### src/lrupr_pkg.sv
// ----------------------------------------------------------------------------
// lrupr_pkg
// Shared types and fixed widths for the LRU page replacement block.
// ----------------------------------------------------------------------------
package lrupr_pkg;

	// Port field widths
	localparam int PAGE_W  = 16;
	localparam int FIDX_W  = 2;
	localparam int TOTAL_W = 32;

	// Result of probing one frame against the reference key
	typedef struct packed {
		logic hit;    // valid and page matches
		logic empty;  // frame not valid
		logic lru;    // frame holds rank zero
	} lrupr_probe_t;

	// Table update issued by the sequencer at the end of a reference
	typedef struct packed {
		logic touch;  // make the chosen frame most recently used
		logic fill;   // write the key into the chosen frame, mark valid
	} lrupr_upd_t;

	// Outcome of one reference, handed to the result stage
	typedef struct packed {
		logic valid;
		logic hit;
		logic ev_valid;
	} lrupr_done_t;

endpackage

### src/lrupr_if.sv
// ----------------------------------------------------------------------------
// lrupr_if
// Valid/ready channels: page reference in, replacement result out.
// ----------------------------------------------------------------------------
interface lrupr_ref_if;
	logic                        valid;
	logic                        ready;
	logic [lrupr_pkg::PAGE_W-1:0] page_number;

	modport source (output valid, output page_number, input ready);
	modport sink   (input valid, input page_number, output ready);
endinterface

interface lrupr_res_if;
	logic                         valid;
	logic                         ready;
	logic                         hit;
	logic [lrupr_pkg::FIDX_W-1:0]  frame_index;
	logic                         evicted_valid;
	logic [lrupr_pkg::PAGE_W-1:0]  evicted_page;
	logic [lrupr_pkg::TOTAL_W-1:0] hit_total;
	logic [lrupr_pkg::TOTAL_W-1:0] fault_total;

	modport source (output valid, output hit, output frame_index, output evicted_valid,
		output evicted_page, output hit_total, output fault_total, input ready);
	modport sink   (input valid, input hit, input frame_index, input evicted_valid,
		input evicted_page, input hit_total, input fault_total, output ready);
endinterface

### src/lrupr_table.sv
// ----------------------------------------------------------------------------
// lrupr_table
// Frame storage (page, valid, recency rank) with a single-entry compare port.
// ----------------------------------------------------------------------------
module lrupr_table #(
	parameter int FRAMES = 4,
	parameter int SW     = 16,
	parameter int IW     = 2
) (
	input  logic                    clk,
	input  logic                    arst_n,
	input  logic [IW-1:0]           rd_idx,
	input  logic [SW-1:0]           key,
	input  lrupr_pkg::lrupr_upd_t   upd,
	input  logic [IW-1:0]           upd_idx,
	output lrupr_pkg::lrupr_probe_t probe,
	output logic [SW-1:0]           rd_page
);

	localparam logic [IW-1:0] RANK_TOP = IW'(FRAMES - 1);

	logic [SW-1:0] page_q  [FRAMES];
	logic [FRAMES-1:0] valid_q;
	logic [IW-1:0] rank_q  [FRAMES];
	logic [IW-1:0] old_rank;

	// shared compare unit, one frame per cycle
	assign rd_page     = page_q[rd_idx];
	assign probe.hit   = valid_q[rd_idx] && (page_q[rd_idx] == key);
	assign probe.empty = !valid_q[rd_idx];
	assign probe.lru   = (rank_q[rd_idx] == '0);

	assign old_rank = rank_q[upd_idx];

	always_ff @(posedge clk or negedge arst_n) begin
		if (!arst_n) begin
			valid_q <= '0;
			for (int i = 0; i < FRAMES; i++) begin
				rank_q[i] <= IW'(i);
			end
		end else begin
			if (upd.fill) begin
				valid_q[upd_idx] <= 1'b1;
			end
			if (upd.touch) begin
				for (int i = 0; i < FRAMES; i++) begin
					if (IW'(i) == upd_idx) begin
						rank_q[i] <= RANK_TOP;
					end else if (rank_q[i] > old_rank) begin
						rank_q[i] <= rank_q[i] - 1'b1;
					end
				end
			end
		end
	end

	always_ff @(posedge clk) begin
		if (upd.fill) begin
			page_q[upd_idx] <= key;
		end
	end

endmodule

### src/lrupr_ctrl.sv
// ----------------------------------------------------------------------------
// lrupr_ctrl
// Sequencer: walks the frames one per cycle, then picks and updates a frame.
// ----------------------------------------------------------------------------
module lrupr_ctrl #(
	parameter int FRAMES = 4,
	parameter int SW     = 16,
	parameter int IW     = 2
) (
	input  logic                    clk,
	input  logic                    arst_n,
	input  logic                    start,
	input  logic [SW-1:0]           start_page,
	output logic                    idle,
	input  lrupr_pkg::lrupr_probe_t probe,
	input  logic [SW-1:0]           rd_page,
	output logic [IW-1:0]           rd_idx,
	output logic [SW-1:0]           key,
	input  logic                    out_free,
	output lrupr_pkg::lrupr_upd_t   upd,
	output logic [IW-1:0]           frame,
	output lrupr_pkg::lrupr_done_t  done,
	output logic [SW-1:0]           ev_page
);

	localparam logic [1:0] ST_IDLE = 2'd0;
	localparam logic [1:0] ST_SCAN = 2'd1;
	localparam logic [1:0] ST_UPD  = 2'd2;

	localparam logic [IW-1:0] LAST_IDX = IW'(FRAMES - 1);

	logic [1:0]    state_q;
	logic [IW-1:0] idx_q;
	logic [SW-1:0] key_q;
	logic          hit_q;
	logic [IW-1:0] hit_idx_q;
	logic          empty_q;
	logic [IW-1:0] empty_idx_q;
	logic [IW-1:0] lru_idx_q;
	logic [SW-1:0] lru_page_q;
	logic          ev_valid;
	logic          commit;

	assign idle   = (state_q == ST_IDLE);
	assign rd_idx = idx_q;
	assign key    = key_q;
	assign commit = (state_q == ST_UPD) && out_free;

	// hit wins, then lowest empty frame, then the LRU victim
	assign frame    = hit_q ? hit_idx_q : (empty_q ? empty_idx_q : lru_idx_q);
	assign ev_valid = !hit_q && !empty_q;
	assign ev_page  = ev_valid ? lru_page_q : '0;

	assign upd.touch     = commit;
	assign upd.fill      = commit && !hit_q;
	assign done.valid    = commit;
	assign done.hit      = hit_q;
	assign done.ev_valid = ev_valid;

	always_ff @(posedge clk or negedge arst_n) begin
		if (!arst_n) begin
			state_q <= ST_IDLE;
		end else begin
			case (state_q)
				ST_IDLE: begin
					if (start) state_q <= ST_SCAN;
				end
				ST_SCAN: begin
					if (idx_q == LAST_IDX) state_q <= ST_UPD;
				end
				ST_UPD: begin
					if (out_free) state_q <= ST_IDLE;
				end
				default: state_q <= ST_IDLE;
			endcase
		end
	end

	always_ff @(posedge clk) begin
		if (idle && start) begin
			key_q   <= start_page;
			idx_q   <= '0;
			hit_q   <= 1'b0;
			empty_q <= 1'b0;
		end else if (state_q == ST_SCAN) begin
			if (probe.hit && !hit_q) begin
				hit_q     <= 1'b1;
				hit_idx_q <= idx_q;
			end
			if (probe.empty && !empty_q) begin
				empty_q     <= 1'b1;
				empty_idx_q <= idx_q;
			end
			if (probe.lru) begin
				lru_idx_q  <= idx_q;
				lru_page_q <= rd_page;
			end
			if (idx_q != LAST_IDX) begin
				idx_q <= idx_q + 1'b1;
			end
		end
	end

endmodule

### src/lru_page_replacement_top.sv
// ----------------------------------------------------------------------------
// lru_page_replacement_top
// LRU page replacement over FRAMES fully associative page frames.
// ----------------------------------------------------------------------------
// Each beat on ref_ch is one page reference; each beat on res_ch reports it.
// A reference is accepted only while the sequencer is idle, which latches
// the page. A single comparator then walks the frame table one frame per
// cycle, looking for a match, the lowest empty frame and the rank-zero
// frame, and the final step of each reference is to
// update the chosen frame and its recency ranks. The result sits in an output
// register, so a new reference is taken while the previous result waits; the
// update step holds only if that register is still full. Empty frames never
// match; on a fault the lowest empty frame is filled before any eviction.
// Page numbers are masked to PAGE_BITS (at most the 16-bit field). Hit and
// fault totals saturate at all ones. frame_index carries the low two bits of
// the frame number. Frame valid bits and ranks reset at once; no clearing pass.
// ----------------------------------------------------------------------------
module lru_page_replacement_top #(
	parameter int FRAMES    = 4,
	parameter int PAGE_BITS = 16
) (
	input logic                clk,
	input logic                arst_n,
	lrupr_ref_if.sink          ref_ch,
	lrupr_res_if.source        res_ch
);

	// stored page width: the port field caps it
	localparam int SW = (PAGE_BITS < lrupr_pkg::PAGE_W) ? PAGE_BITS : lrupr_pkg::PAGE_W;
	// frame index / rank width
	localparam int IW = (FRAMES > 1) ? $clog2(FRAMES) : 1;

	lrupr_pkg::lrupr_probe_t probe;
	lrupr_pkg::lrupr_upd_t   upd;
	lrupr_pkg::lrupr_done_t  done;

	logic          idle;
	logic          out_free;
	logic [IW-1:0] rd_idx;
	logic [IW-1:0] frame;
	logic [SW-1:0] key;
	logic [SW-1:0] rd_page;
	logic [SW-1:0] ev_page;

	// result register and running totals
	logic                             res_valid_q;
	logic                             res_hit_q;
	logic [lrupr_pkg::FIDX_W-1:0]     res_frame_q;
	logic                             res_ev_valid_q;
	logic [lrupr_pkg::PAGE_W-1:0]     res_ev_page_q;
	logic [lrupr_pkg::TOTAL_W-1:0]    hits_q;
	logic [lrupr_pkg::TOTAL_W-1:0]    faults_q;

	// accepted when idle; the register frees on the same edge it is read
	assign ref_ch.ready = idle;
	assign out_free     = !res_valid_q || res_ch.ready;

	lrupr_table #(
		.FRAMES (FRAMES),
		.SW     (SW),
		.IW     (IW)
	) u_table (
		.clk     (clk),
		.arst_n  (arst_n),
		.rd_idx  (rd_idx),
		.key     (key),
		.upd     (upd),
		.upd_idx (frame),
		.probe   (probe),
		.rd_page (rd_page)
	);

	lrupr_ctrl #(
		.FRAMES (FRAMES),
		.SW     (SW),
		.IW     (IW)
	) u_ctrl (
		.clk        (clk),
		.arst_n     (arst_n),
		.start      (ref_ch.valid),
		.start_page (ref_ch.page_number[SW-1:0]),
		.idle       (idle),
		.probe      (probe),
		.rd_page    (rd_page),
		.rd_idx     (rd_idx),
		.key        (key),
		.out_free   (out_free),
		.upd        (upd),
		.frame      (frame),
		.done       (done),
		.ev_page    (ev_page)
	);

	// totals saturate at all ones
	always_ff @(posedge clk or negedge arst_n) begin
		if (!arst_n) begin
			res_valid_q <= 1'b0;
			hits_q      <= '0;
			faults_q    <= '0;
		end else begin
			if (done.valid) begin
				res_valid_q <= 1'b1;
				if (done.hit && (hits_q != '1)) begin
					hits_q <= hits_q + 1'b1;
				end
				if (!done.hit && (faults_q != '1)) begin
					faults_q <= faults_q + 1'b1;
				end
			end else if (res_ch.ready) begin
				res_valid_q <= 1'b0;
			end
		end
	end

	always_ff @(posedge clk) begin
		if (done.valid) begin
			res_hit_q      <= done.hit;
			res_frame_q    <= lrupr_pkg::FIDX_W'(frame);
			res_ev_valid_q <= done.ev_valid;
			res_ev_page_q  <= lrupr_pkg::PAGE_W'(ev_page);
		end
	end

	assign res_ch.valid         = res_valid_q;
	assign res_ch.hit           = res_hit_q;
	assign res_ch.frame_index   = res_frame_q;
	assign res_ch.evicted_valid = res_ev_valid_q;
	assign res_ch.evicted_page  = res_ev_page_q;
	assign res_ch.hit_total     = hits_q;
	assign res_ch.fault_total   = faults_q;

`ifndef SYNTHESIS
	// an update only lands when the result register can take it
	a_commit_room: assert property (@(posedge clk) disable iff (!arst_n)
		done.valid |-> out_free)
		else $error("update committed over a pending result");

	// a committed update shows up as a result beat
	a_commit_shown: assert property (@(posedge clk) disable iff (!arst_n)
		done.valid |=> res_ch.valid)
		else $error("committed update not presented");

	// a reference cannot finish in the cycle after it is accepted
	a_no_early_done: assert property (@(posedge clk) disable iff (!arst_n)
		(ref_ch.valid && ref_ch.ready) |=> !done.valid)
		else $error("update without a frame scan");

	// totals only move on a committed reference
	a_one_total: assert property (@(posedge clk) disable iff (!arst_n)
		(!done.valid) |=> ($stable(hits_q) && $stable(faults_q)))
		else $error("totals moved without a reference");
`endif

endmodule
### src/flat_wrapper.sv
// flat-port wrapper written by rule: the top's interface ports become plain ports
module lru_page_replacement_top_flat 
#(
	parameter int FRAMES    = 4,
	parameter int PAGE_BITS = 16
)
  (clk, arst_n, ref_ch_valid, ref_ch_page_number, ref_ch_ready, res_ch_valid, res_ch_hit, res_ch_frame_index, res_ch_evicted_valid, res_ch_evicted_page, res_ch_hit_total, res_ch_fault_total, res_ch_ready);
  lrupr_ref_if ref_ch_i ();
  lrupr_res_if res_ch_i ();
  input logic clk;
  input logic arst_n;
  input wire logic [$bits(ref_ch_i.valid)-1:0] ref_ch_valid;
  input wire logic [$bits(ref_ch_i.page_number)-1:0] ref_ch_page_number;
  output wire logic [$bits(ref_ch_i.ready)-1:0] ref_ch_ready;
  output wire logic [$bits(res_ch_i.valid)-1:0] res_ch_valid;
  output wire logic [$bits(res_ch_i.hit)-1:0] res_ch_hit;
  output wire logic [$bits(res_ch_i.frame_index)-1:0] res_ch_frame_index;
  output wire logic [$bits(res_ch_i.evicted_valid)-1:0] res_ch_evicted_valid;
  output wire logic [$bits(res_ch_i.evicted_page)-1:0] res_ch_evicted_page;
  output wire logic [$bits(res_ch_i.hit_total)-1:0] res_ch_hit_total;
  output wire logic [$bits(res_ch_i.fault_total)-1:0] res_ch_fault_total;
  input wire logic [$bits(res_ch_i.ready)-1:0] res_ch_ready;
  assign ref_ch_i.valid = ref_ch_valid;
  assign ref_ch_i.page_number = ref_ch_page_number;
  assign ref_ch_ready = ref_ch_i.ready;
  assign res_ch_valid = res_ch_i.valid;
  assign res_ch_hit = res_ch_i.hit;
  assign res_ch_frame_index = res_ch_i.frame_index;
  assign res_ch_evicted_valid = res_ch_i.evicted_valid;
  assign res_ch_evicted_page = res_ch_i.evicted_page;
  assign res_ch_hit_total = res_ch_i.hit_total;
  assign res_ch_fault_total = res_ch_i.fault_total;
  assign res_ch_i.ready = res_ch_ready;
  lru_page_replacement_top #(.FRAMES(FRAMES), .PAGE_BITS(PAGE_BITS)) u_core (.clk(clk), .arst_n(arst_n), .ref_ch(ref_ch_i), .res_ch(res_ch_i));
endmodule
### config.mk
export PLATFORM = sky130hd
export DESIGN_NAME = lru_page_replacement_top_flat
export DESIGN_NICKNAME = d
export VERILOG_FILES = /design/src/lrupr_pkg.sv /design/src/lrupr_if.sv /design/src/lrupr_table.sv /design/src/lrupr_ctrl.sv /design/src/lru_page_replacement_top.sv /design/src/flat_wrapper.sv
export SDC_FILE = /design/constraint.sdc
export NUM_CORES = 1
export LEC_CHECK = 0
export ABC_AREA = 1
export BUFFER_PORTS_ARGS = -buffer_cell sky130_fd_sc_hd__buf_4
export CORE_MARGIN = 1.5
export CORE_UTILIZATION = 35
export DETAILED_ROUTE_END_ITERATION = 6
export PLACE_DENSITY_LB_ADDON = 0.15
export REMOVE_ABC_BUFFERS = 1
export SLEW_MARGIN = 10
export SYNTH_ARGS = -nofsm -noshare
export SYNTH_HDL_FRONTEND = slang
export SYNTH_HIERARCHICAL = 1
export SYNTH_SLANG_ARGS = --single-unit
### constraint.sdc
create_clock -name clk -period 3.98 [get_ports clk]
set_input_delay 0.199 -clock clk [delete_from_list [all_inputs] [get_ports clk]]
set_output_delay 0.199 -clock clk [all_outputs]
set_load 0.02 [all_outputs]
Word level (Yosys, flattened, before mapping). Memories as Yosys holds them, arrays and structs flattened. A register that Yosys moved wholly into a read port is not among the register bits. Cells that the tools add are included.

Flip-flop bits (word level): 141. Word-level logic and storage cells: 121. Memories kept: 1. Bits in writable memories: 64. Output and inout bits: 86.

Bitwise gates (word level): 4. Multiplexer cells: 30. Order comparisons: 9. Reductions and logical operators: 36. Equal/unequal tests: 13. Add/sub/neg operators: 7.

Memory list: u_core.u_table.page_q (depth 4, width 16, rd ports 1, clocked after Yosys merged registers in 1, write ports 1, line lrupr_table.sv:22) `logic [SW-1:0] page_q [FRAMES];`.

Operator list (number): $add A32 B1 Y32 const B (2); $ne A32 B32 Y1 const B (2); $mux W2 (19); $reduce_and A2 Y1 (9); $eq A16 B16 Y1 (1); $reduce_and A3 Y1 (4); $logic_and A1 B1 Y1 (10); $reduce_bool A2 Y1 (5); $bmux W2 S2 (2); $gt A2 B2 Y1 (4); $ne A2 B2 Y1 const B (4); $sub A2 B1 Y2 const B (4); $ge A3 B3 Y1 const B (2); $logic_not A2 Y1 (3); $lt A2 B3 Y1 const B (2); $mux W1 (6); $not A2 Y3 (2); $pmux W2 S3 (1); $eq A2 B2 Y1 const A (2); $eq A2 B2 Y1 const B (2); $logic_not A1 Y1 (4); $or A4 B4 Y4 (1); $add A2 B1 Y2 const B (1); $bmux W1 S2 (1); 6 further kinds (6).

Depth between registers and ports, before layout.
Depth in word-level cells: 9. Gate-level depth with buffers: 16. Mapped depth without buffers: 15.

By module. Netlist, hierarchy kept.

Modules (own cells, without submodules): lru_page_replacement_top (times used 1, sequential area each 2227.1 µm², cells an instance 705, area an instance 5128.7 µm²); lrupr_table (times used 1, sequential area each 2227.1 µm², cells an instance 369, area an instance 3588.4 µm²); lrupr_ctrl (times used 1, sequential area each 1271.2 µm², cells an instance 131, area an instance 1687.9 µm²).

Least setup slack after synthesis. Ideal clock, no wire load.

Kind: register to register. From: register u_core.u_ctrl.empty_q. To: register u_core/u_table/rank_q[3] (netlist name). Library setup time: 0.082 ns. Cell stages (with the launch flop): 14. Arrival time: 2.251 ns. Path slack: 1.647 ns. Data required time: 3.898 ns. Buffers on the path: 0. Cells stage by stage: dfxtp_1 inv_1 nand2_1 a21oi_1 nor2_1 inv_1 o22ai_1 a221oi_1 ha_1 nand2_1 o21ai_0 a21oi_1 o21ai_0 a22oi_1.

Longest elaborated chain between the ends: 9. Elaborated cells on any way between the ends: 11. Those cells by class: order compare: 1; eq/ne: 1; mux: 6; bitwise: 1; reduce/logical: 2.

Ends and longest elaborated chain: start, declared (line lrupr_ctrl.sv:37) `logic empty_q;`; start signal, assigned (line lrupr_ctrl.sv:84) `empty_q <= 1'b0;`; start signal, assigned (line lrupr_ctrl.sv:91) `empty_q <= 1'b1;`; $mux W2 * (2 in series) (line lrupr_ctrl.sv:50) `assign frame = hit_q ? hit_idx_q : (empty_q ? empty_idx_q : lru_idx_q);`; named net u_core.frame[0] (line lru_page_replacement_top.sv:40) `logic [IW-1:0] frame;`; $not A2 Y3 (not written as such) (line lrupr_table.sv:33) `assign old_rank = rank_q[upd_idx];`; $bmux W2 S2 (line lrupr_table.sv:33); $mux W2 (not written as such) (2 in series) (line lrupr_table.sv:33); $gt A2 B2 Y1 (line lrupr_table.sv:49) `end else if (rank_q[i] > old_rank) begin`; $reduce_bool A2 Y1 (no line); $reduce_and A2 Y1 (no line); end signal, assigned by index (line lrupr_table.sv:39) `rank_q[i] <= IW'(i);`; end signal, assigned by index (line lrupr_table.sv:50) `rank_q[i] <= rank_q[i] - 1'b1;`; end, declared (line lrupr_table.sv:24) `logic [IW-1:0] rank_q [FRAMES];`.

The timed path passes the listed nets; every way through them passes the cells marked *. The select of a mux whose other input is x is not followed. A chain may end at the register's enable or synchronous reset.

Final worst setup path.
From: register u_core.u_ctrl.empty_q. To: register u_core/u_table/rank_q[1] (netlist name).

The elaborated chain is that of the path after synthesis.

==> flow_summary.yaml <==
global_route:
  grtUsageTotal: 0.163
  grt_pass1_wl_um: 40400
  grt-ovfl-total: 0
  grt_max_degree: 50
  grt_pass1_vias: 7751
  antenna_found_initial: 0
layout:
  final_design_area_no_fill_um2: 12500
  syn_to_final_growth_pct: 20.3
  fin_nets: 1367
  n_antenna_cell: 0
  seq_area_um2: 5730
  layout.cells.non_filler: 1739
  multi_input_area_um2: 3940
  fill_cells: 2945
  drive_above_1_share: 0.154
clocking:
  max-clock-path-buffers: 3
  cts-buffers-inserted: 25
  cts_max_level: 1
  cts_tree: "built"
  clock_latency_ps: 540
  clk_pin_slew_ps: 50
  cts_resized: 0
  clock-sinks: 205
  root_buffer: "clkbuf_16"
die:
  io_pins: 106
  initial_core_util: 0.359
  die-area_um2: 30800
  fp.dieH_um: 175
  coreArea_um2: 29000
  std_cell_rows: 62
  die_w_um: 175
synthesis:
  synthArstFlopShare: 0.385
  yosys.area.top_type: "edfxtp_1"
  yosysWarnings: 6
  yosys.area.top_type_share: 0.352
  syn_avg_cell_area_um2: 8.63
  synth_cell_types: 39
  ys_ff_latch: 205
  synth_edf_count: 122
  ys.flop_type: "edfxtp_1"
  ys_seq_area_frac: 0.550
  syn_inst: 1205
  synth_area_um2: 10400
  synth_area_leaders: "edfxtp_1 (35%), dfrtp_1 (18%), nand2_1 (16%), nor2_1 (4.8%), inv_1 (4.7%)"
worst_setup_path:
  crit_fanout: 5
  cp.arrival_ps: 3310
  cp-start-kind: "flip-flop"
  crit_type: "flip-flop to flip-flop"
  required_ps: 4430
  endpoint_kind: "flip-flop"
detailed_routing:
  wirelength_um: 24900
  via_per_inst: 4.64
  drt_pass1_iterations: 5
  postRouteAntennaNets: 0
  drc: 0
  vias: 8068
  drt_iter0_markers: 487
  avgRoutedWirePerCell_um: 14.3
sta:
  finalCriticalPeriod_ps: 2860
  tightest_slew_ps: 717
  rsz0062_at_grt: "no"
  hold_viol_final: 0
  skew_ps: 14.0
  drv_slew: 0
  max_freq_ghz: 0.349
  relSlewSlack: 0.522
  setup_viol: 0
  finalCritPeriodShare: 0.719
place:
  gp_congestion: 0.837
  port_buffers: 105
  dp_hpwl_um: 17000
  place_area_um2: 11500
  placed_cells: 1674
outcome:
  status: "finished, final reports clean"
power_and_ir_drop:
  leakagePower_nw: 5.60
  powerDensity_nw_per_um2: 556
  ir_worst_vdd_mv: 0.333
flow_run:
  maxCapViolCount: 0
min_path:
  holdCritPathClass: "input port to asynchronous set/reset pin"
-- through the flow --
stage | setup TNS (ps) | power (mW) | hold slack [ps] | utilization | setup slack [ps]
3_3_place_gp | 0 | 4.78 | 280 | 0.397 | 1210
5_1_grt | 0 | 7.45 | 288 | 0.431 | 789
3_5_place_dp | 0 | 4.80 | 279 | 0.397 | 1090
6_report | 0 | 6.96 | 242 | 0.431 | 1120
2_1_floorplan | -7980 | 4.16 | -96.6 | - | -279
4_1_cts | 0 | 7.05 | 259 | 0.431 | 1100
-- worst paths after layout --
check                                         endpoint                 startpoint  slack (ps)  depth (start not counted)
min reg2reg                  u_core/u_table/valid_q[3]  u_core/u_table/valid_q[3]         460                          2
max in group asynchronous     u_core/u_table/rank_q[1]                     arst_n        2820                          3
max reg2reg                   u_core/u_table/rank_q[1]      u_core/u_ctrl/empty_q        1120                         12
min in group clk                 u_core/u_ctrl/key[11]     ref_ch_page_number[11]         380                          2
min                        u_core/res_ch.hit_total[28]                     arst_n         240                          2
max                           u_core/u_table/rank_q[1]      u_core/u_ctrl/empty_q        1120                         12
-- flip-flops by register name, indices dropped and copies added, names as in the netlist, 2 cells and up --
signal	cells
u_core/u_ctrl/key	16
u_core/u_ctrl/state_q	2
u_core/res_ch.evicted_page	16
u_core/res_ch.fault_total	32
u_core/u_ctrl/hit_idx_q	2
u_core/res_ch.hit_total	32
u_core/u_table/page_q	64
u_core/u_ctrl/empty_idx_q	2
u_core/u_table/rank_q	8
u_core/u_table/valid_q	4
u_core/res_ch.frame_index	2
u_core/u_ctrl/lru_page_q	16
u_core/u_ctrl/rd_idx	2
u_core/u_ctrl/lru_idx_q	2
-- cells in the mapped netlist, types with 2 or more instances --
cell / n
buf_6: 10
o311ai_0: 2
nand2_1: 434
nor2_1: 132
edfxtp_1: 122
xor2_1: 19
nand2_4: 4
ha_1: 11
o21ai_1: 5
buf_2: 10
dfxtp_1: 4
nand3_4: 2
o22ai_1: 2
buf_4: 7
nand3_1: 69
buf_1: 3
nand3b_1: 17
inv_1: 131
nor3_1: 10
nor2_2: 13
a21oi_1: 8
nor2_4: 8
o21ai_0: 25
inv_2: 7
nand2_2: 15
or2_2: 2
a22oi_1: 5
dfrtp_1: 75
dfstp_2: 4
nand4_1: 30
xnor2_1: 11
-- cell usage in the layout (no fill, tap or decap), types with 11 or more instances in the layout --
cell type,n
nand3b_1,17
dlygate4sd3_1,19
nand2_1,434
nor2_1,132
nor2_2,13
nand4_1,30
xor2_1,19
buf_4,115
dfrtp_1,75
nand2_2,15
nand3_1,69
edfxtp_1,122
inv_1,131
clkbuf_16,25
ha_1,11
o21ai_0,25
xnor2_1,11
-- routing by layer --
layer | GRT usage | routed length [um]
met5 | 0 | 0
met4 | 0.0417 | 543
met3 | 0.0214 | 921
met2 | 0.280 | 11700
met1 | 0.218 | 11700
-- repair_timing --
item / CTS / global route
setup buffers: 0 / 0
hold endpoints to repair: 66 / 0
hold buffers: 19 / 0
-- worst max-delay path: stages, from the launching register on --
cell and delay, ps:
dfxtp_1 410, a21oi_1 100, a21oi_1 370, nor2_1 160
inv_1 140, o22ai_1 80, a221oi_1 490, ha_1 350
nand2_1 70, o21ai_0 70, a21oi_1 210, o21ai_0 160
a22oi_1 170
-- power breakdown --
part / total [mW] / switching [mW] / internal, mW
registers: 2.86 / 0.183 / 2.68
clock network: 2.21 / 0.888 / 1.32
logic: 1.89 / 1.28 / 0.607
total: 6.96 / 2.35 / 4.61
-- area by class of cell --
cell class,count,area share
Clock inverter,13,0.00980
Multi-Input combinational cell,831,0.315
Inverter,139,0.0417
Timing Repair Buffer,134,0.0842
Tap cell,384,0.0384
Sequential cell,205,0.457
Clock buffer,33,0.0540
-- cells by family (layout without fill, tap and decap cells) --
| kind of cell | after synthesis | after routing | synth area share |
|---|---|---|---|
| buffers and inverters | 169 | 319 | 0.0719 |
| AOI/OAI and AO/OA | 49 | 49 | 0.0265 |
| DFF | 205 | 205 | 0.550 |
| and+or+nand+nor | 741 | 741 | 0.313 |
| adders and majority gates | 11 | 11 | 0.0132 |
| xor gates and xnor gates | 30 | 30 | 0.0253 |
(Power assumes the default switching activity.)
